$ cat src/sv/bafc_pkg.sv
// bafc_pkg: shared types, constants and helpers for the barometric altitude filter.
// No dependencies; imported by every module of the block.
`default_nettype none

package bafc_pkg;

  // temperature term: (T * coef + rnd) >> shift, per sensor generation
  localparam int unsigned TERM_COEF_OLD  = 50;
  localparam int unsigned TERM_RND_OLD   = 8;
  localparam int unsigned TERM_SHIFT_OLD = 4;
  localparam int unsigned TERM_COEF_NEW  = 62;
  localparam int unsigned TERM_RND_NEW   = 64;
  localparam int unsigned TERM_SHIFT_NEW = 7;

  // register reset values
  localparam logic        RST_SENSOR_TYPE   = 1'b1;
  localparam logic [18:0] RST_ORIGIN        = 19'd0;
  localparam logic [19:0] RST_GAIN          = 20'd2867;
  localparam logic [30:0] RST_JUMP_LIMIT    = 31'd655360;
  localparam logic [15:0] RST_TAU           = 16'd256;
  localparam logic [15:0] RST_PERIOD        = 16'd3277;

  localparam int unsigned REG_ADDR_W = 5;
  localparam int unsigned STEP_W     = 4;

  typedef enum logic [2:0] {
    REG_SENSOR_TYPE,
    REG_ORIGIN,
    REG_GAIN,
    REG_JUMP_LIMIT,
    REG_TAU,
    REG_PERIOD
  } reg_idx_t;

  typedef struct packed {
    logic        sensor_type;
    logic [18:0] origin_pressure;
    logic [19:0] count_gain;
    logic [30:0] jump_limit;
    logic [15:0] filter_tau;
    logic [15:0] update_period;
  } cfg_t;

  typedef struct packed {
    logic [15:0]        raw_reading;
    logic               read_ok;
    logic               accel_valid;
    logic               near_level;
    logic               in_flight;
    logic signed [31:0] fallback_altitude;
  } sample_t;

  typedef struct packed {
    logic               next_is_pressure;
    logic               new_altitude;
    logic signed [31:0] altitude;
    logic signed [31:0] filtered_altitude;
    logic               jump_seen;
    logic [15:0]        failure_count;
    logic               sensor_failed;
  } result_t;

  // datapath operations, one per microcode step
  typedef enum logic [3:0] {
    ALU_NOP,
    ALU_FRONT,   // decode reading, hold pressure or form compensated pressure
    ALU_ALT,     // raw altitude = sat(-p * gain)
    ALU_SLEW,    // jump check and slew limit
    ALU_ERR,     // e = sat(alt - est)
    ALU_TT,      // latch tau * tau
    ALU_ET,      // g = rnd(2 * e * tau, 8)
    ALU_HI,      // latch e * tt_hi
    ALU_F0,      // f0 from both partial products
    ALU_INT,     // integral update
    ALU_F1,      // f1 = sat(integral + g)
    ALU_EST,     // estimate update
    ALU_FB,      // estimate loaded from fallback
    ALU_DONE     // result register load
  } alu_op_t;

  typedef enum logic [1:0] {MA_P, MA_TAU, MA_ERR, MA_F} mul_a_t;
  typedef enum logic [2:0] {MB_GAIN, MB_TAU, MB_TT_HI, MB_TT_LO, MB_PERIOD} mul_b_t;

  typedef enum logic [2:0] {
    JC_NEXT,
    JC_NO_PAIR,
    JC_NO_FILTER,
    JC_ALWAYS,
    JC_END
  } jcond_t;

  typedef logic [STEP_W-1:0] step_t;

  typedef struct packed {
    alu_op_t alu;
    mul_a_t  ma;
    mul_b_t  mb;
    logic    mul_en;
    jcond_t  jc;
    step_t   target;
  } uword_t;

  typedef struct packed {
    logic no_pair;
    logic no_filter;
    logic out_free;
  } status_t;

  localparam logic signed [63:0] SAT_MAX = 64'sh0000_0000_7FFF_FFFF;
  localparam logic signed [63:0] SAT_MIN = 64'shFFFF_FFFF_8000_0000;

  function automatic logic signed [31:0] sat32(input logic signed [63:0] x);
    logic signed [31:0] y;
    if (x > SAT_MAX) begin
      y = 32'sh7FFF_FFFF;
    end else if (x < SAT_MIN) begin
      y = 32'sh8000_0000;
    end else begin
      y = $signed(x[31:0]);
    end
    return y;
  endfunction

endpackage

`default_nettype wire

$ cat src/sv/bafc_datapath.sv
// bafc_datapath: state registers, shared 33x21 multiplier and step operations.
// Depends on bafc_pkg (cfg/sample/result types, control word, sat32).
`default_nettype none

module bafc_datapath (
  input  logic               clk,
  input  logic               rst,
  input  bafc_pkg::cfg_t     cfg,
  input  bafc_pkg::sample_t  sample,
  input  logic               start,
  input  bafc_pkg::uword_t   uw,
  output bafc_pkg::status_t  status,
  output logic               result_valid,
  input  logic               result_stall,
  output bafc_pkg::result_t  result
);
  import bafc_pkg::*;

  // model state
  logic               expect_pressure;
  logic [15:0]        held_pressure;
  logic signed [31:0] last_altitude;
  logic signed [31:0] filter_estimate;
  logic signed [31:0] filter_integral;
  logic [15:0]        fail_tally;
  logic               fail_latch;
  logic               made;
  logic               jump;

  // working registers
  sample_t            smp;
  logic signed [20:0] p_reg;
  logic signed [31:0] alt_reg;
  logic signed [31:0] err;
  logic [31:0]        tt;
  logic signed [41:0] g;
  logic signed [47:0] h;
  logic signed [31:0] f;
  logic signed [53:0] prod;

  logic signed [32:0] mul_a;
  logic signed [20:0] mul_b;
  logic [21:0]        term_scaled;
  logic [21:0]        p_wide;
  logic [15:0]        tally_inc;
  logic signed [33:0] hi;
  logic signed [33:0] lo;
  logic signed [33:0] alt34;
  logic               jump_now;
  logic signed [31:0] slew_alt;
  logic signed [63:0] prod_r16;

  function automatic logic signed [63:0] rnd16(input logic signed [53:0] x);
    return (64'(x) + 64'sd32768) >>> 16;
  endfunction

  // temperature term and compensated pressure
  always_comb begin
    if (cfg.sensor_type) begin
      term_scaled = (22'(smp.raw_reading) * 22'(TERM_COEF_NEW) + 22'(TERM_RND_NEW))
                    >> TERM_SHIFT_NEW;
    end else begin
      term_scaled = (22'(smp.raw_reading) * 22'(TERM_COEF_OLD) + 22'(TERM_RND_OLD))
                    >> TERM_SHIFT_OLD;
    end
    p_wide = 22'(held_pressure) + term_scaled - 22'(cfg.origin_pressure);
  end

  always_comb begin
    unique case (uw.ma)
      MA_P:    mul_a = 33'(p_reg);
      MA_TAU:  mul_a = $signed({17'd0, cfg.filter_tau});
      MA_ERR:  mul_a = 33'(err);
      MA_F:    mul_a = 33'(f);
      default: mul_a = '0;
    endcase
    unique case (uw.mb)
      MB_GAIN:   mul_b = $signed({1'b0, cfg.count_gain});
      MB_TAU:    mul_b = $signed({5'd0, cfg.filter_tau});
      MB_TT_HI:  mul_b = $signed({5'd0, tt[31:16]});
      MB_TT_LO:  mul_b = $signed({5'd0, tt[15:0]});
      MB_PERIOD: mul_b = $signed({5'd0, cfg.update_period});
      default:   mul_b = '0;
    endcase
  end

  // slew limit against the previous altitude
  always_comb begin
    hi       = 34'(last_altitude) + $signed({3'd0, cfg.jump_limit});
    lo       = 34'(last_altitude) - $signed({3'd0, cfg.jump_limit});
    alt34    = 34'(alt_reg);
    jump_now = (alt34 > hi) || (alt34 < lo);
    if (alt34 > hi) begin
      slew_alt = $signed(hi[31:0]);
    end else if (alt34 < lo) begin
      slew_alt = $signed(lo[31:0]);
    end else begin
      slew_alt = alt_reg;
    end
  end

  assign tally_inc = (fail_tally == 16'hFFFF) ? fail_tally : fail_tally + 16'd1;
  assign prod_r16  = rnd16(prod);

  assign status.no_pair   = !smp.read_ok || expect_pressure;
  assign status.no_filter = !(smp.accel_valid && smp.near_level);
  assign status.out_free  = !result_valid || !result_stall;

  // state with reset values
  always_ff @(posedge clk) begin
    if (rst) begin
      expect_pressure <= 1'b1;
      held_pressure   <= '0;
      last_altitude   <= '0;
      filter_estimate <= '0;
      filter_integral <= '0;
      fail_tally      <= '0;
      fail_latch      <= 1'b0;
      made            <= 1'b0;
      jump            <= 1'b0;
      result_valid    <= 1'b0;
    end else begin
      // a new load wins over the drain of the previous beat
      if (uw.alu == ALU_DONE && status.out_free) begin
        result_valid <= 1'b1;
      end else if (result_valid && !result_stall) begin
        result_valid <= 1'b0;
      end
      unique case (uw.alu)
        ALU_FRONT: begin
          made <= 1'b0;
          jump <= 1'b0;
          if (!smp.read_ok) begin
            expect_pressure <= 1'b1;
            if (smp.in_flight) begin
              fail_tally <= tally_inc;
              fail_latch <= 1'b1;
            end
          end else if (expect_pressure) begin
            held_pressure   <= smp.raw_reading;
            expect_pressure <= 1'b0;
          end else begin
            expect_pressure <= 1'b1;
            made            <= 1'b1;
          end
        end
        ALU_SLEW: begin
          jump          <= jump_now;
          last_altitude <= slew_alt;
          if (jump_now) begin
            fail_tally <= tally_inc;
          end
        end
        ALU_INT:  filter_integral <= sat32(64'(filter_integral) + prod_r16);
        ALU_EST:  filter_estimate <= sat32(64'(filter_estimate) + prod_r16);
        ALU_FB:   filter_estimate <= smp.fallback_altitude;
        default: ;
      endcase
    end
  end

  // working registers and result payload
  always_ff @(posedge clk) begin
    if (start) begin
      smp <= sample;
    end
    if (uw.mul_en) begin
      prod <= mul_a * mul_b;
    end
    unique case (uw.alu)
      ALU_FRONT: p_reg   <= $signed(p_wide[20:0]);
      ALU_ALT:   alt_reg <= sat32(-(64'(prod)));
      ALU_ERR:   err     <= sat32(64'(last_altitude) - 64'(filter_estimate));
      ALU_TT:    tt      <= prod[31:0];
      ALU_ET:    g       <= 42'(((64'(prod) <<< 1) + 64'sd128) >>> 8);
      ALU_HI:    h       <= $signed(prod[47:0]);
      ALU_F0:    f       <= sat32(64'(h) + prod_r16);
      ALU_F1:    f       <= sat32(64'(filter_integral) + 64'(g));
      ALU_DONE: begin
        if (status.out_free) begin
          result.next_is_pressure  <= expect_pressure;
          result.new_altitude      <= made;
          result.altitude          <= last_altitude;
          result.filtered_altitude <= filter_estimate;
          result.jump_seen         <= jump;
          result.failure_count     <= fail_tally;
          result.sensor_failed     <= fail_latch;
        end
      end
      default: ;
    endcase
  end

  a_latch_sticky: assert property (@(posedge clk) disable iff (rst)
    fail_latch |=> fail_latch)
    else $error("sensor failure flag dropped");

  a_tally_monotonic: assert property (@(posedge clk) disable iff (rst)
    !$isunknown(fail_tally) |=> fail_tally >= $past(fail_tally))
    else $error("failure tally decreased");

  a_pair_then_pressure: assert property (@(posedge clk) disable iff (rst)
    result_valid && result.new_altitude |-> result.next_is_pressure)
    else $error("completed pair must request a pressure conversion");

endmodule

`default_nettype wire

$ cat config.mk
export PLATFORM = sky130hd
export DESIGN_NAME = bafc_datapath
export DESIGN_NICKNAME = d
export VERILOG_FILES = /design/src/sv/bafc_pkg.sv /design/src/sv/bafc_datapath.sv
export SDC_FILE = /design/constraint.sdc
export NUM_CORES = 2
export LEC_CHECK = 0
export ABC_CLOCK_PERIOD_IN_PS = 10600
export BUFFER_PORTS_ARGS = -buffer_cell sky130_fd_sc_hd__buf_2
export CAP_MARGIN = 20
export CORE_UTILIZATION = 30
export DETAILED_ROUTE_END_ITERATION = 12
export PLACE_DENSITY = 0.52
export SLEW_MARGIN = 20
export SYNTH_ARGS = -nofsm -noshare
export SYNTH_HDL_FRONTEND = slang
export SYNTH_SLANG_ARGS = --single-unit
$ cat constraint.sdc
create_clock -name clk -period 10.6 [get_ports clk]
set_clock_uncertainty 0.05 [all_clocks]
set_input_delay 1.06 -clock clk [delete_from_list [all_inputs] [get_ports clk]]
set_output_delay 1.06 -clock clk [all_outputs]
set_load 0.05 [all_outputs]
---- Yosys cells after proc, flatten, opt, wreduce, memory -nomap -nowiden ----
Cells that the tools add are included.
W data, S select, Z words.
word-level totals
  flip-flop bits (word level) ............. 562
  input port bits ......................... 176
  output and inout bits ................... 88
  word-level logic and storage cells ...... 136
operators by class
  add/sub/neg operators ................... 15
  $mul .................................... 3
  magnitude comparators ................... 14
  eq/ne operators ......................... 24
  muxes and demuxes ....................... 28
  bitwise logic cells ..................... 1
  reductions and logical operators ........ 20
operator list
  cell                      number
  $mux W32                  12
  $pmux W33 S4              1
  $pmux W32 S2              2
  $pmux W20 S5              1
  $add A32 B39 Y40          2
  $gt A40 B32 Y1 const B    2
  $lt A40 B32 Y1 const B    2
  $sub A32 B32 Y33          2
  $gt A64 B32 Y1 const B    1
  $lt A64 B32 Y1 const B    1
  $mux W16                  4
  $neg A54 Y64              1
  $add A54 B17 Y55 const B  1
  $mul A33 B21 Y54          1
  $add A50 B9 Y50 const B   1
  $add A48 B39 Y49          1
  $gt A49 B32 Y1 const B    1
  $lt A49 B32 Y1 const B    1
  $add A32 B42 Y43          1
  $gt A43 B32 Y1 const B    1
  $lt A43 B32 Y1 const B    1
  $mul A16 B5 Y21 const B   2
  $add A32 B32 Y33          1
  $gt A32 B33 Y1            1
  33 further kinds          61

---- Longest topological paths before layout ----
  depth after elaboration ................. 6
  gate-level depth with buffers ........... 35
  depth with buffers taken out ............ 31

---- Worst setup path after synthesis ----
No wires, ideal clock.
  path type ............................... input-to-reg
  start ................................... input port uw[8] in the netlist's numbering
  end ..................................... register prod[53], data pin
  library setup time ...................... 0.260 ns
  arrival time ............................ 9.343 ns
  data required time ...................... 10.290 ns
  path slack .............................. 0.947 ns
  stages .................................. 27
  path buffers ............................ 3
  path through ............................ clkbuf_1 -> clkbuf_1 -> mux2_2 -> a22oi_1 -> o22a_1 -> clkbuf_1 -> nor2_1 -> fa_1 -> inv_1 -> fa_1 -> inv_1 -> fa_1 -> inv_1 -> fa_1 -> inv_1 -> fa_1 -> fa_1 -> inv_1 -> fa_1 -> inv_1 -> ha_1 -> and4_1 -> o31a_1 -> a2111oi_0 -> o21ai_0 -> a31oi_1 -> xnor2_1
between the ends
  longest elaborated chain between the ends .. 3
  elaborated cells on any way between the ends .. 7
  classes of those cells .................. 1 x mul; 4 x eq/ne; 1 x mux; 1 x reduce/logical
RTL lines
  element                                     line                  source
  from (decl)                                 bafc_datapath.sv:11   input bafc_pkg::uword_t uw,
  $eq A3 B3 Y1, or another cell as far along  bafc_datapath.sv:77   unique case (uw.mb)
  $pmux W20 S5 (*)                            bafc_datapath.sv:77
  $mul A33 B21 Y54 (*)                        bafc_datapath.sv:168  prod <= mul_a * mul_b;
  to (signal assigned)                        bafc_datapath.sv:168
  to (decl)                                   bafc_datapath.sv:39   logic signed [53:0] prod;
Mark *: on every way between the ends. The rest lies on a longest branch, timed or not.
A chain may end at the register's enable or synchronous reset.

---- Final worst setup path ----
  start ................................... input port uw[8] in the netlist's numbering
  end ..................................... register prod[52], data pin
Same word-level chain as after synthesis.

==> reports/qor.yml <==
dp_slack_ns: 0.312
maxCapViolCount: 0
grt_overflow: 0
fp.coreArea_sq_um: 221000
clk_latency_ns: 0.71
ctsResizeCount: 0
io_buffers: 256
cts.sinks: 561
yosys_register_bits: 561
yosysSeqAreaShare: 0.232
worst_path_most_repeated_cell: "fa_1"
synth_top_family_by_area: "adder cells"
startpoint: "uw[8]"
crit_required_ns: 10.97
synth_compound_area_frac: 0.157
gp_congestion: 0.930
synth-edff-count: 428
synthFlopType: "edfxtp_1"
registers.top_by_ff_count: "result"
place_hpwl_microns: 192000
hp-start: "fail_latch$_SDFFE_PP0P_"
fillCellCount: 22800
path_clk_slew_ns: 0.06
cts_tree: "yes"
yosysTopAreaCellShare: 0.214
synth_warnings: 0
synth_nets: 8814
peakVddDrop_mv: 0.472
cpPeakStageDelay_ns: 0.61
dr.pass1.iters: 6
criticalPathCategory: "in -> reg"
largest_register_ffs: 84
top_regs: "result (84), prod (54), smp (52)"
cp_slowest_cell: "fa_1"
antenna_found_initial: 14
worst_r2r_startpoint: "tt[5]$_DFFE_PN_"
total_leakage_power_uw: 0.0331
hold_path_class: "reg -> reg"
ant_nets: 0
dieArea_sq_um: 225000
utilization: 0.339
async_flop_share: 0
drc: 0
die_x_microns: 474
relSlewSlack: 0.124
yosys.area.top_type: "fa_1"
drt-initial-drc-count: 4373
gr-usage-all-layers: 0.209
netlist-cell-type-count: 107
wl_per_cell_microns: 22.3
synth.mux.area_fraction: 0.0125
drive_above_1_share: 0.0904
areaGrowthSynthToFinish_pct: 11.8
root_buffer: "clkbuf_16"
cp.arrival_ns: 10.02
cts_buffers: 67
grt_pass1_wl_microns: 351000
max_freq_mhz: 104
finalPower_uw: 24500
hold_viol: 0
grt_max_degree: 85
synth_area_leaders: "fa_1, edfxtp_1, ha_1"
crit_path_end_kind: "flop"
synth_xor_area_frac: 0.0610
critPathMaxFanout: 20
setup_viol: 0
tightest_slew_ns: 1.28
worstSetupStartpointType: "primary input"
routed_wl_microns: 236000
drv_slew: 0
fin_setup_tns_ns: 0
synth_common_cells: "inv_1, nor2_1, fa_1"
holdBufCountCts: 0
start_util: 0.303
num_vias: 54600
rows: 172
post_synth_and_or_nand_nor_area_fraction: 0.141
finalWorstSetupSlack_ns: 0.949
htreeDepth: 3
synthAdderAreaFrac: 0.322
status: "finished, final reports clean"
nNetsFinal: 9018
vias_per_cell: 5.17
grt_setup_unrepaired: "no"
min_period_ns: 9.65
post-route-period-util: 0.910
syn_area_sq_um: 66900
post-cts-setup-buffers: 0
synth_most_common_cell: "inv_1"
io_pins: 264
synth_cells: 7354
grt_pass1_vias: 54300
fp.dieH_microns: 474
cts_buffer_depth: 3
p_per_area_nw_per_um2: 327
synth_area_per_cell_sq_um: 9.10
hold_ws_ns: 0.379
==> cell families (layout without fill, tap and decap cells) <==
| logic type | Yosys count | count (layout) |
|---|---|---|
| flops | 561 | 561 |
| fa+ha+maj | 1294 | 1294 |
| compound gates | 1576 | 1576 |
| buf+inv | 1321 | 1579 |
| xor+xnor | 466 | 466 |
| mux | 77 | 77 |
| simple gates | 2059 | 2059 |
| other cells | 0 | 8 |
==> path summary, 6_finish.rpt <==
| kind | endpoint | slack, ns | depth (start not counted) |
|---|---|---|---|
| setup / recovery | prod[52]$_DFFE_PP_ | 0.95 | 30 |
| hold / removal | result[0]$_DFFE_PP_ | 0.38 | 0 |
| setup reg to reg | prod[52]$_DFFE_PP_ | 1.48 | 29 |
| hold reg to reg | result[0]$_DFFE_PP_ | 0.38 | 0 |
==> routing by layer <==
| layer | track usage | part of all wire |
|---|---|---|
| met1 | 0.278 | 0.43 |
| met2 | 0.341 | 0.46 |
| met5 | 0 | 0.00013 |
| met3 | 0.0240 | 0.057 |
| met4 | 0.0885 | 0.049 |
==> where the power goes <==
group	total, uW	switching (uW)	internal [uW]
Combinational	18100	10700	7410
Sequential	3730	424	3300
Clock	2620	1080	1550
Total	24500	12200	12300
==> area by class of cell <==
type | count | area, sq um | area share
clock buffer | 85 | 1810 | 0.0241
clock inverter | 38 | 623 | 0.00833
timing repair buffer | 429 | 2770 | 0.0370
sequential | 561 | 15500 | 0.208
tap | 2958 | 3700 | 0.0495
inverter | 1027 | 3850 | 0.0516
antenna | 8 | 20.0 | 0.000268
multi-input combinational | 5472 | 46500 | 0.622
==> critical path, delay by kind of cell <==
kind            cells  cell delay (ns)
compound gates     10             2.80
xor+xnor            1             0.17
fa+ha+maj           8             3.98
buf+inv             7             1.13
mux                 1             0.49
simple gates        3             0.38
==> layout by cell type (no fill, tap or decap), types with 60 or more instances in the layout <==
master	synthesis	final
o21ai_0	262	259
a21oi_1	451	449
nand4_1	66	66
nor2b_1	60	60
o21a_1	72	72
nor3_1	101	97
a21o_1	210	210
buf_2	14	255
nand3_1	98	97
and2_1	62	62
buf_4	2	159
clkbuf_16	0	68
ha_1	570	570
a211oi_1	86	86
dfxtp_1	133	133
nand2b_1	78	78
nand2_1	633	633
xor2_1	149	149
edfxtp_1	428	428
nor2_1	731	726
fa_1	714	714
xnor2_1	317	317
inv_1	1025	1025
==> metrics by stage <==
step                cells  cell area (sq um)
finish              10600              74800
global route        10600              74700
CTS                 10600              74700
detailed placement  10400              72300
global placement    10400              72300
floorplan            7354              66900
(Power assumes the default switching activity.)
