$ cat config.mk
export PLATFORM = sky130hd
export DESIGN_NAME = bafc_ucode
export DESIGN_NICKNAME = d
export VERILOG_FILES = /design/src/sv/bafc_pkg.sv /design/src/sv/bafc_ucode.sv
export SDC_FILE = /design/constraint.sdc
export NUM_CORES = 1
export LEC_CHECK = 0
export ABC_AREA = 1
export CORE_MARGIN = 2
export CORE_UTILIZATION = 45
export CTS_CLUSTER_SIZE = 30
export DETAILED_ROUTE_END_ITERATION = 7
export DONT_BUFFER_PORTS = 1
export GPL_TIMING_DRIVEN = 0
export SETUP_SLACK_MARGIN = 0.2
export SYNTH_ARGS = -nofsm -noshare
export SYNTH_HDL_FRONTEND = slang
export SYNTH_SLANG_ARGS = --single-unit
$ cat constraint.sdc
create_clock -name clk -period 5.48 [get_ports clk]
set_input_delay 1.096 -clock clk [delete_from_list [all_inputs] [get_ports clk]]
set_output_delay 1.096 -clock clk [all_outputs]
set_load 0.05 [all_outputs]
$ cat src/sv/bafc_pkg.sv
// bafc_pkg: shared types, constants and helpers for the barometric altitude filter.
// No dependencies; imported by every module of the block.
`default_nettype none

package bafc_pkg;

  // temperature term: (T * coef + rnd) >> shift, per sensor generation
  localparam int unsigned TERM_COEF_OLD  = 50;
  localparam int unsigned TERM_RND_OLD   = 8;
  localparam int unsigned TERM_SHIFT_OLD = 4;
  localparam int unsigned TERM_COEF_NEW  = 62;
  localparam int unsigned TERM_RND_NEW   = 64;
  localparam int unsigned TERM_SHIFT_NEW = 7;

  // register reset values
  localparam logic        RST_SENSOR_TYPE   = 1'b1;
  localparam logic [18:0] RST_ORIGIN        = 19'd0;
  localparam logic [19:0] RST_GAIN          = 20'd2867;
  localparam logic [30:0] RST_JUMP_LIMIT    = 31'd655360;
  localparam logic [15:0] RST_TAU           = 16'd256;
  localparam logic [15:0] RST_PERIOD        = 16'd3277;

  localparam int unsigned REG_ADDR_W = 5;
  localparam int unsigned STEP_W     = 4;

  typedef enum logic [2:0] {
    REG_SENSOR_TYPE,
    REG_ORIGIN,
    REG_GAIN,
    REG_JUMP_LIMIT,
    REG_TAU,
    REG_PERIOD
  } reg_idx_t;

  typedef struct packed {
    logic        sensor_type;
    logic [18:0] origin_pressure;
    logic [19:0] count_gain;
    logic [30:0] jump_limit;
    logic [15:0] filter_tau;
    logic [15:0] update_period;
  } cfg_t;

  typedef struct packed {
    logic [15:0]        raw_reading;
    logic               read_ok;
    logic               accel_valid;
    logic               near_level;
    logic               in_flight;
    logic signed [31:0] fallback_altitude;
  } sample_t;

  typedef struct packed {
    logic               next_is_pressure;
    logic               new_altitude;
    logic signed [31:0] altitude;
    logic signed [31:0] filtered_altitude;
    logic               jump_seen;
    logic [15:0]        failure_count;
    logic               sensor_failed;
  } result_t;

  // datapath operations, one per microcode step
  typedef enum logic [3:0] {
    ALU_NOP,
    ALU_FRONT,   // decode reading, hold pressure or form compensated pressure
    ALU_ALT,     // raw altitude = sat(-p * gain)
    ALU_SLEW,    // jump check and slew limit
    ALU_ERR,     // e = sat(alt - est)
    ALU_TT,      // latch tau * tau
    ALU_ET,      // g = rnd(2 * e * tau, 8)
    ALU_HI,      // latch e * tt_hi
    ALU_F0,      // f0 from both partial products
    ALU_INT,     // integral update
    ALU_F1,      // f1 = sat(integral + g)
    ALU_EST,     // estimate update
    ALU_FB,      // estimate loaded from fallback
    ALU_DONE     // result register load
  } alu_op_t;

  typedef enum logic [1:0] {MA_P, MA_TAU, MA_ERR, MA_F} mul_a_t;
  typedef enum logic [2:0] {MB_GAIN, MB_TAU, MB_TT_HI, MB_TT_LO, MB_PERIOD} mul_b_t;

  typedef enum logic [2:0] {
    JC_NEXT,
    JC_NO_PAIR,
    JC_NO_FILTER,
    JC_ALWAYS,
    JC_END
  } jcond_t;

  typedef logic [STEP_W-1:0] step_t;

  typedef struct packed {
    alu_op_t alu;
    mul_a_t  ma;
    mul_b_t  mb;
    logic    mul_en;
    jcond_t  jc;
    step_t   target;
  } uword_t;

  typedef struct packed {
    logic no_pair;
    logic no_filter;
    logic out_free;
  } status_t;

  localparam logic signed [63:0] SAT_MAX = 64'sh0000_0000_7FFF_FFFF;
  localparam logic signed [63:0] SAT_MIN = 64'shFFFF_FFFF_8000_0000;

  function automatic logic signed [31:0] sat32(input logic signed [63:0] x);
    logic signed [31:0] y;
    if (x > SAT_MAX) begin
      y = 32'sh7FFF_FFFF;
    end else if (x < SAT_MIN) begin
      y = 32'sh8000_0000;
    end else begin
      y = $signed(x[31:0]);
    end
    return y;
  endfunction

endpackage

`default_nettype wire

$ cat src/sv/bafc_ucode.sv
// bafc_ucode: microcode ROM, step counter and jump logic of the altitude filter.
// Depends on bafc_pkg (uword_t, status_t, jump and operation codes).
`default_nettype none

module bafc_ucode (
  input  logic               clk,
  input  logic               rst,
  input  logic               start,
  input  bafc_pkg::status_t  status,
  output bafc_pkg::uword_t   uw,
  output logic               seq_free
);
  import bafc_pkg::*;

  localparam step_t STEP_FRONT = step_t'(0);
  localparam step_t STEP_FB    = step_t'(14);
  localparam step_t STEP_FIN   = step_t'(15);

  typedef enum logic {SEQ_IDLE, SEQ_RUN} seq_state_t;

  seq_state_t state;
  step_t      pc;
  uword_t     rom_word;

  function automatic uword_t mk(input alu_op_t alu, input mul_a_t ma, input mul_b_t mb,
                                input logic mul_en, input jcond_t jc, input step_t target);
    uword_t w;
    w.alu    = alu;
    w.ma     = ma;
    w.mb     = mb;
    w.mul_en = mul_en;
    w.jc     = jc;
    w.target = target;
    return w;
  endfunction

  // one control word per step; product of a mul step is ready on the next step
  function automatic uword_t rom(input step_t s);
    uword_t w;
    unique case (s)
      4'd0:  w = mk(ALU_FRONT, MA_P,   MB_GAIN,   1'b0, JC_NO_PAIR,   STEP_FIN);
      4'd1:  w = mk(ALU_NOP,   MA_P,   MB_GAIN,   1'b1, JC_NEXT,      STEP_FRONT);
      4'd2:  w = mk(ALU_ALT,   MA_P,   MB_GAIN,   1'b0, JC_NEXT,      STEP_FRONT);
      4'd3:  w = mk(ALU_SLEW,  MA_P,   MB_GAIN,   1'b0, JC_NO_FILTER, STEP_FB);
      4'd4:  w = mk(ALU_ERR,   MA_TAU, MB_TAU,    1'b1, JC_NEXT,      STEP_FRONT);
      4'd5:  w = mk(ALU_TT,    MA_ERR, MB_TAU,    1'b1, JC_NEXT,      STEP_FRONT);
      4'd6:  w = mk(ALU_ET,    MA_ERR, MB_TT_HI,  1'b1, JC_NEXT,      STEP_FRONT);
      4'd7:  w = mk(ALU_HI,    MA_ERR, MB_TT_LO,  1'b1, JC_NEXT,      STEP_FRONT);
      4'd8:  w = mk(ALU_F0,    MA_P,   MB_GAIN,   1'b0, JC_NEXT,      STEP_FRONT);
      4'd9:  w = mk(ALU_NOP,   MA_F,   MB_PERIOD, 1'b1, JC_NEXT,      STEP_FRONT);
      4'd10: w = mk(ALU_INT,   MA_P,   MB_GAIN,   1'b0, JC_NEXT,      STEP_FRONT);
      4'd11: w = mk(ALU_F1,    MA_P,   MB_GAIN,   1'b0, JC_NEXT,      STEP_FRONT);
      4'd12: w = mk(ALU_NOP,   MA_F,   MB_PERIOD, 1'b1, JC_NEXT,      STEP_FRONT);
      4'd13: w = mk(ALU_EST,   MA_P,   MB_GAIN,   1'b0, JC_ALWAYS,    STEP_FIN);
      4'd14: w = mk(ALU_FB,    MA_P,   MB_GAIN,   1'b0, JC_NEXT,      STEP_FRONT);
      4'd15: w = mk(ALU_DONE,  MA_P,   MB_GAIN,   1'b0, JC_END,       STEP_FRONT);
    endcase
    return w;
  endfunction

  assign rom_word = rom(pc);
  assign uw       = (state == SEQ_RUN) ? rom_word
                                       : mk(ALU_NOP, MA_P, MB_GAIN, 1'b0, JC_NEXT, STEP_FRONT);
  assign seq_free = (state == SEQ_IDLE) || (rom_word.jc == JC_END && status.out_free);

  always_ff @(posedge clk) begin
    if (rst) begin
      state <= SEQ_IDLE;
      pc    <= STEP_FRONT;
    end else if (start) begin
      state <= SEQ_RUN;
      pc    <= STEP_FRONT;
    end else if (state == SEQ_RUN) begin
      unique case (rom_word.jc)
        JC_NEXT:      pc <= pc + step_t'(1);
        JC_NO_PAIR:   pc <= status.no_pair ? rom_word.target : pc + step_t'(1);
        JC_NO_FILTER: pc <= status.no_filter ? rom_word.target : pc + step_t'(1);
        JC_ALWAYS:    pc <= rom_word.target;
        JC_END: begin
          if (status.out_free) begin
            state <= SEQ_IDLE;
          end
        end
        default:      pc <= pc;
      endcase
    end
  end

  a_start_runs: assert property (@(posedge clk) disable iff (rst)
    start |=> (state == SEQ_RUN) && (pc == STEP_FRONT))
    else $error("sequencer did not start at the first step");

endmodule

`default_nettype wire

Word level (Yosys, flattened, before mapping)
Memory sizes are Yosys's and may differ from the RTL's. A register that Yosys moved wholly into a read port is not among the register bits.
Index checks and enable logic that the tools add are counted.
{ "totals": {"ff_bits": 5, "rom_bits": 272, "out_inout_bits": 18, "wordCells": 25, "n_memories": 1} }
{ "op_classes": {"addsub": 1, "eq_ne": 4, "n_mux": 10, "n_bitwise": 1, "n_reduce_logical": 6} }
{ "mem_list": {"columns": ["name", "words", "width", "read_ports", "rd_ports_with_merged_regs", "wr", "line", "text"], "rows": [
  ["(no name shown)", 16, 17, 1, 1, 0, "bafc_ucode.sv:40", "unique case (s)"]
]} }
{ "op_table": {"columns": ["cell", "n"], "rows": [
  ["two-way mux 17 bit", 1],
  ["two-way mux 4 bit", 4],
  ["case mux 4 bit (4 select lines)", 1],
  ["equality test 3 x 2 -> 1 bit (second input constant)", 2],
  ["adder 4 x 1 -> 4 bit (second input constant)", 1],
  ["two-way mux 1 bit", 4],
  ["nonzero test 4 bit", 1],
  ["equality test 3 x 1 -> 1 bit (second input constant)", 1],
  ["equality test 3 bit (second input constant)", 1],
  ["zero test 3 bit", 1],
  ["AND reduction 2 bit", 1],
  ["OR reduction 2 bit", 1],
  ["logical AND 1 bit", 1],
  ["logical OR 1 bit", 1],
  ["NOT 1 bit", 1]
]} }

Depth between registers and ports, before layout
Gate-level depths: netlist of run 1.
{ "depth": {"word_depth": 5, "depth_mapped": 15} }

Worst setup path before layout of run 1
Ideal clock, no wire load.
{ "synth_timing": {"path_type": "input port to output port", "start": "input port status[0] (netlist bit)", "end": "output port seq_free", "arrival_ps": 2365, "t_required_ps": 4384, "slack_ps": 2019, "stages": 2, "path_buffers": 0, "path_cell_list": "nand2_1 -> o31ai_1"} }
{ "synth_via": {"elab_chain_len": 2} }
{ "synth_lines": {"columns": ["item", "line", "text"], "rows": [
  ["start, declared", "bafc_ucode.sv:9", "input bafc_pkg::status_t status,"],
  ["logical AND 1 bit", "bafc_ucode.sv:64", "assign seq_free = (state == SEQ_IDLE) || (rom_word.jc == JC_END && status.out_free);"],
  ["logical OR 1 bit", "bafc_ucode.sv:64", null],
  ["end, declared", "bafc_ucode.sv:11", "output logic seq_free"]
]} }
No other way between the ends.

Worst setup path in the final report of run 1
Same ends and word-level chain as after synthesis.

==> results of run 1 <==
layout by cell type, fill, tap and decap left out, types with 2 or more instances in the layout:
master     n
a21oi_1    2
a21oi_2    2
a31oi_1    2
buf_4      3
clkbuf_4   3
dfxtp_1   19
ha_1       8
inv_1     34
nand2_1   54
nand2_2    9
nand2_4    3
nand3_1   17
nor2_1     3
nor2_2     4
o21ai_0    3
o21ai_2    3
layout make-up:
class                           instances  area, sq um  area share
Multi-Input combinational cell        115        661.9      0.5126
Sequential cell                        19        380.4      0.2946
Inverter                               37        148.9      0.1153
Tap cell                               30        37.54     0.02907
Buffer                                  5        31.28     0.02422
Clock buffer                            3        22.52     0.01744
Clock inverter                          1        5.005    0.003876
Timing Repair Buffer                    1        3.754    0.002907
synthesized netlist by cell type:
master | n | area, sq um
inv_4 | 1 | 6.260
nand2_2 | 9 | 56.30
o21ai_2 | 3 | 26.28
nor2_2 | 4 | 25.02
nand4_1 | 1 | 6.260
clkinv_1 | 1 | 3.750
nor2_1 | 3 | 11.26
nor2_8 | 1 | 20.02
nand3_4 | 1 | 17.52
clkbuf_2 | 1 | 5.000
a21oi_2 | 2 | 17.52
a21oi_1 | 2 | 10.01
dfxtp_1 | 19 | 380.4
inv_8 | 1 | 11.26
nand2_4 | 3 | 33.78
nor3_2 | 1 | 10.01
clkbuf_1 | 1 | 3.750
o21ai_0 | 3 | 15.01
o31ai_1 | 1 | 7.510
nand2_1 | 54 | 202.7
a31oi_1 | 2 | 12.51
inv_1 | 34 | 127.6
nand3_1 | 17 | 85.08
buf_4 | 3 | 22.52
ha_1 | 8 | 100.1
stage by stage:
step	cell area (sq um)	utilization	setup slack (ns)	power, uW
finish	1291	0.5119	2.443	306.2
global route	1291	0.5119	2.392	325.7
CTS	1291	0.5119	2.436	308.5
detailed placement	1264	0.5010	2.436	239.7
global placement	1255	0.4975	1.952	238.2
floorplan	1217	-	2.019	228.0
logic make-up (layout without fill, tap and decap cells):
family | count (synthesis) | in the layout | share of synthesized area
AOI/OAI and AO/OA | 13 | 13 | 0.07297
adders and majority gates | 8 | 8 | 0.08222
buffers and inverters | 42 | 47 | 0.1480
DFF | 19 | 19 | 0.3124
and+or+nand+nor | 94 | 94 | 0.3844
how the worst min path moves through the flow:
| stage | cells after the start | to | from |
|---|---|---|---|
| global route | 4 | rom_word[9] | pc[1] |
| CTS | 4 | rom_word[6] | pc[1] |
| finish | 4 | rom_word[6] | pc[1] |
| floorplan | 4 | rom_word[6] | pc[1] |
| global placement | 4 | rom_word[6] | pc[1] |
| detailed placement | 4 | rom_word[6] | pc[1] |
power groups by stage:
stage	Combinational, uW	Sequential, uW	Clock [uW]
CTS	84.8	152	71.8
floorplan	74.3	154	0
finish	84.4	152	70.0
global route	95.0	153	77.7
global placement	83.3	155	0
detailed placement	84.6	155	0
state kept, by name (all words and copies together), names as in the netlist:
| register | cells |
|---|---|
| pc | 4 |
| rom_word | 14 |
| state | 1 |
layer usage:
layer  global-route usage  part of all wire  vias to the layer above
met5                    0                 0                        -
met4              0.03401            0.0045                        0
met3              0.04419             0.056                        2
met2               0.2723              0.45                       28
met1               0.1977              0.49                      449
li1                     -                 -                      540
==> summary.txt, run 1 <==
status: complete, no violations
worst-path fanout max: 2
CTS tree: built
Setup crit start kind: input pin
worst setup path category: in -> out
Internal: 196.2 uW
detailed placer's ending HPWL: 1771 microns
slowest cell delay on critical path: 0.80 ns
family with the most delay on the worst path: compound AO/OA/AOI/OAI gates
root buffer cell: clkbuf_4
Max IR drop VDD: 0.1535 mV
Final #Nets: 196
vias in the first global route: 972
Area Growth Syn to Fin: 6.064%
total grt overflow: 0
Worst-Skew Late Latency: 0.30 ns
Vias: 1019
Reg-to-Reg Start: state
Routed WL: 2245 microns
CTS clk-pin slew, worst paths: 0.11 ns
post-detailed-route count of antenna-violating nets: 0
Setup Viol. Count Final: 0
reg2reg path depth: 11
Synthesized Nets: 190
average routed wire per standard cell: 10.64 microns
clock sinks: 19
first-pass iteration count of the detailed router: 4
die footprint: 3138 sq um
ANT cells: 0
Crit-path slowest cell: o31ai_2
Finished Layout Cells: 211
WP depth: 2
detailed-route DRC error count: 0
post-CTS sizing: 0
RSZ-0062 raised after global routing: false
FF-to-FF End: rom_word[12]
CP Data Required Time: 4.38 ns
worst min-delay path class: reg -> reg
LEAKAGE: 0.0007925 uW
die width: 56.02 microns
total count of hold-check failures in the final report: 0
pwr dens: 237.2 nW/um^2
critical path endpoint: seq_free
clock power share: 0.229
CP startpoint: status[0]
Mapped Cells: 176
initial antenna violation count: 0
Port Buffers: 0
Combinational Power Share: 0.276
Unique masters post-synth: 25
Worst Clk Skew: 0.004298 ns
CTS Buf Count: 3
H-tree Lvls: 1
Avg Inst Size Synth: 6.917 sq um
Placed Cells: 207
# fillers: 264
Hold-fix buffers, CTS: 0
max-slew violations: 0
Hold Slack: 0.6736 ns
Arr. time, crit path: 1.94 ns
Cell Rows: 18
clk buf depth: 2
critical path, cell by cell: nand2_1, o31ai_2
Avg Vias per Cell: 4.829
setup_tns: 0 ns
I/O pin count: 24
initial core utilization: 0.4826
sequential area share after synthesis: 0.3124
MaxCap Viol Count: 0
post-synthesis register bit count: 19
layout cell share with drive strength beyond 1: 0.1934
sw power: 110.0 uW
Placer Congestion: 0.8537
Total GRT Usage: 0.1589
Slew Limit Headroom: 0.3265
achievable frequency: 0.3293 GHz
Slew @ Worst Pin: 1.004 ns
Tcrit/Tclk final: 0.5542
core region area: 2522 sq um
reg-to-reg slack, setup: 3.43 ns
first-pass GRT wire length: 4050 microns
Iteration-0 DRC Markers: 38
sequential power share: 0.496
switching part of the total: 0.3594
die height: 56.02 microns
buffers and inverters on the worst path: 0
pin count of the biggest net entering global routing: 12
yosys synthesis warning count: 0
postcts setup bufs: 0
post-route minimum period: 3.037 ns
mapped cell area: 1217 sq um
critical path endpoint category: output port
Note: power is estimated with default switching activity, not from simulation.
==> run 2, diff against run 1 <==
==> constraint.sdc (replaced) <==
create_clock -name clk -period 2.4 [get_ports clk]
set_input_delay 0.48 -clock clk [delete_from_list [all_inputs] [get_ports clk]]
set_output_delay 0.48 -clock clk [all_outputs]
set_load 0.05 [all_outputs]
==> summary.txt, run 2 (synthesis results as in run 1) <==
CTS Buf Count: 3
WP depth: 2
ANT cells: 0
die height: 56.02 microns
clk buf depth: 2
reg-to-reg slack, setup: 0.47 ns
critical path, cell by cell: inv_1, o31ai_2
Slew @ Worst Pin: 1.011 ns
Avg Vias per Cell: 4.719
buffers and inverters on the worst path: 1
worst setup path category: reg -> out
hold path startpoint: rst
Arr. time, crit path: 1.67 ns
Iteration-0 DRC Markers: 39
Crit-path slowest cell: o31ai_2
die width: 56.02 microns
Max IR drop VDD: 0.2855 mV
detailed-route DRC error count: 0
Slew Limit Headroom: 0.3223
status: complete, no violations
vias in the first global route: 961
Area Growth Syn to Fin: 6.372%
clock sinks: 19
area of the multi-input gates: 669.4 sq um
LEAKAGE: 0.0007929 uW
commonest non-fill, non-tap cell in the layout: nand2_1
pin count of the biggest net entering global routing: 12
slowest cell delay on critical path: 0.88 ns
die footprint: 3138 sq um
first-pass iteration count of the detailed router: 4
post-route minimum period: 2.154 ns
initial core utilization: 0.4826
CTS tree: built
Design Power: 693.6 uW
first-pass GRT wire length: 3801 microns
initial antenna violation count: 0
achievable frequency: 0.4643 GHz
Cell Rows: 18
CTS clk-pin slew, worst paths: 0.10 ns
critical path endpoint category: output port
Final #Nets: 195
family with the most delay on the worst path: compound AO/OA/AOI/OAI gates
layout cell share with drive strength beyond 1: 0.2056
FF-to-FF End: rom_word[14]
RSZ-0062 raised after global routing: true
Tcrit/Tclk final: 0.8974
reg2reg path depth: 12
post-detailed-route count of antenna-violating nets: 0
pwr dens: 535.6 nW/um^2
Worst-Skew Late Latency: 0.29 ns
Placer Congestion: 0.8362
core region area: 2522 sq um
Setup Viol. Count Final: 0
Vias: 991
MaxCap Viol Count: 0
Hold Path Stages: 1
Routed WL: 2229 microns
Worst Clk Skew: 0.005161 ns
worst min-delay path class: in -> reg
most frequent cells in the layout: nand2_1, inv_1, dfxtp_1
worst slack, placed: 0.3859 ns
hold path endpoint: state
CP Data Required Time: 1.92 ns
total count of hold-check failures in the final report: 0
max reg flops: 14
worst-path fanout max: 4
Reg-to-Reg Start: pc[0]
average routed wire per standard cell: 10.61 microns
# fillers: 272
root buffer cell: clkbuf_4
postcts setup bufs: 0
I/O pin count: 24
register area: 380.4 sq um
total grt overflow: 0
max-slew violations: 0
Setup crit start kind: register
Final WS setup: 0.2462 ns
H-tree Lvls: 1
detailed placer's ending HPWL: 1766 microns
Port Buffers: 0
Total GRT Usage: 0.1486
setup_tns: 0 ns
[run 2: per-layer routing]
layer	track usage	share of wire	routed length [microns]	up-vias
li1	-	-	-	536
met1	0.1801	0.48	1081	428
met2	0.2605	0.46	1025	27
met3	0.04186	0.055	122	0
met4	0.03061	0	0	0
met5	0	0	0	-
[run 2: through the flow]
step | hold WS (ns) | area [sq um] | instances | utilization
2_1_floorplan | 0.5491 | 1222 | 176 | -
3_3_place_gp | 0.5540 | 1260 | 206 | 0.4995
3_5_place_dp | 0.5589 | 1260 | 206 | 0.4995
4_1_cts | 0.2335 | 1287 | 210 | 0.5104
5_1_grt | 0.2122 | 1295 | 210 | 0.5134
6_report | 0.2420 | 1295 | 210 | 0.5134
[run 2: cell type report]
class | count | area share
buffer | 5 | 0.02415
clock buffer | 3 | 0.01739
clock inverter | 1 | 0.003865
inverter | 37 | 0.1150
multi-input combinational | 115 | 0.5169
sequential | 19 | 0.2937
tap | 30 | 0.02899
[run 2: timing repair]
item / 4_1_cts / 5_1_grt
hold buffers: 0 / 0
gates resized for setup: 0 / 2
setup endpoints to repair: 0 / 6
[run 2: how the worst max path moves through the flow]
stage	slack (ns)	end	startpoint
after floorplan	0.62	seq_free	status[0]
after global placement	0.39	rom_word[11]	state
after detailed placement	0.39	rom_word[14]	pc[0]
after CTS	0.22	seq_free	rom_word[6]
after global routing	0.17	seq_free	rom_word[6]
final	0.25	seq_free	rom_word[6]
[run 2: power breakdown]
| part | internal [uW] | switching, uW |
|---|---|---|
| sequential | 334 | 13.0 |
| combinational | 51.9 | 141 |
| clock | 62.0 | 91.8 |
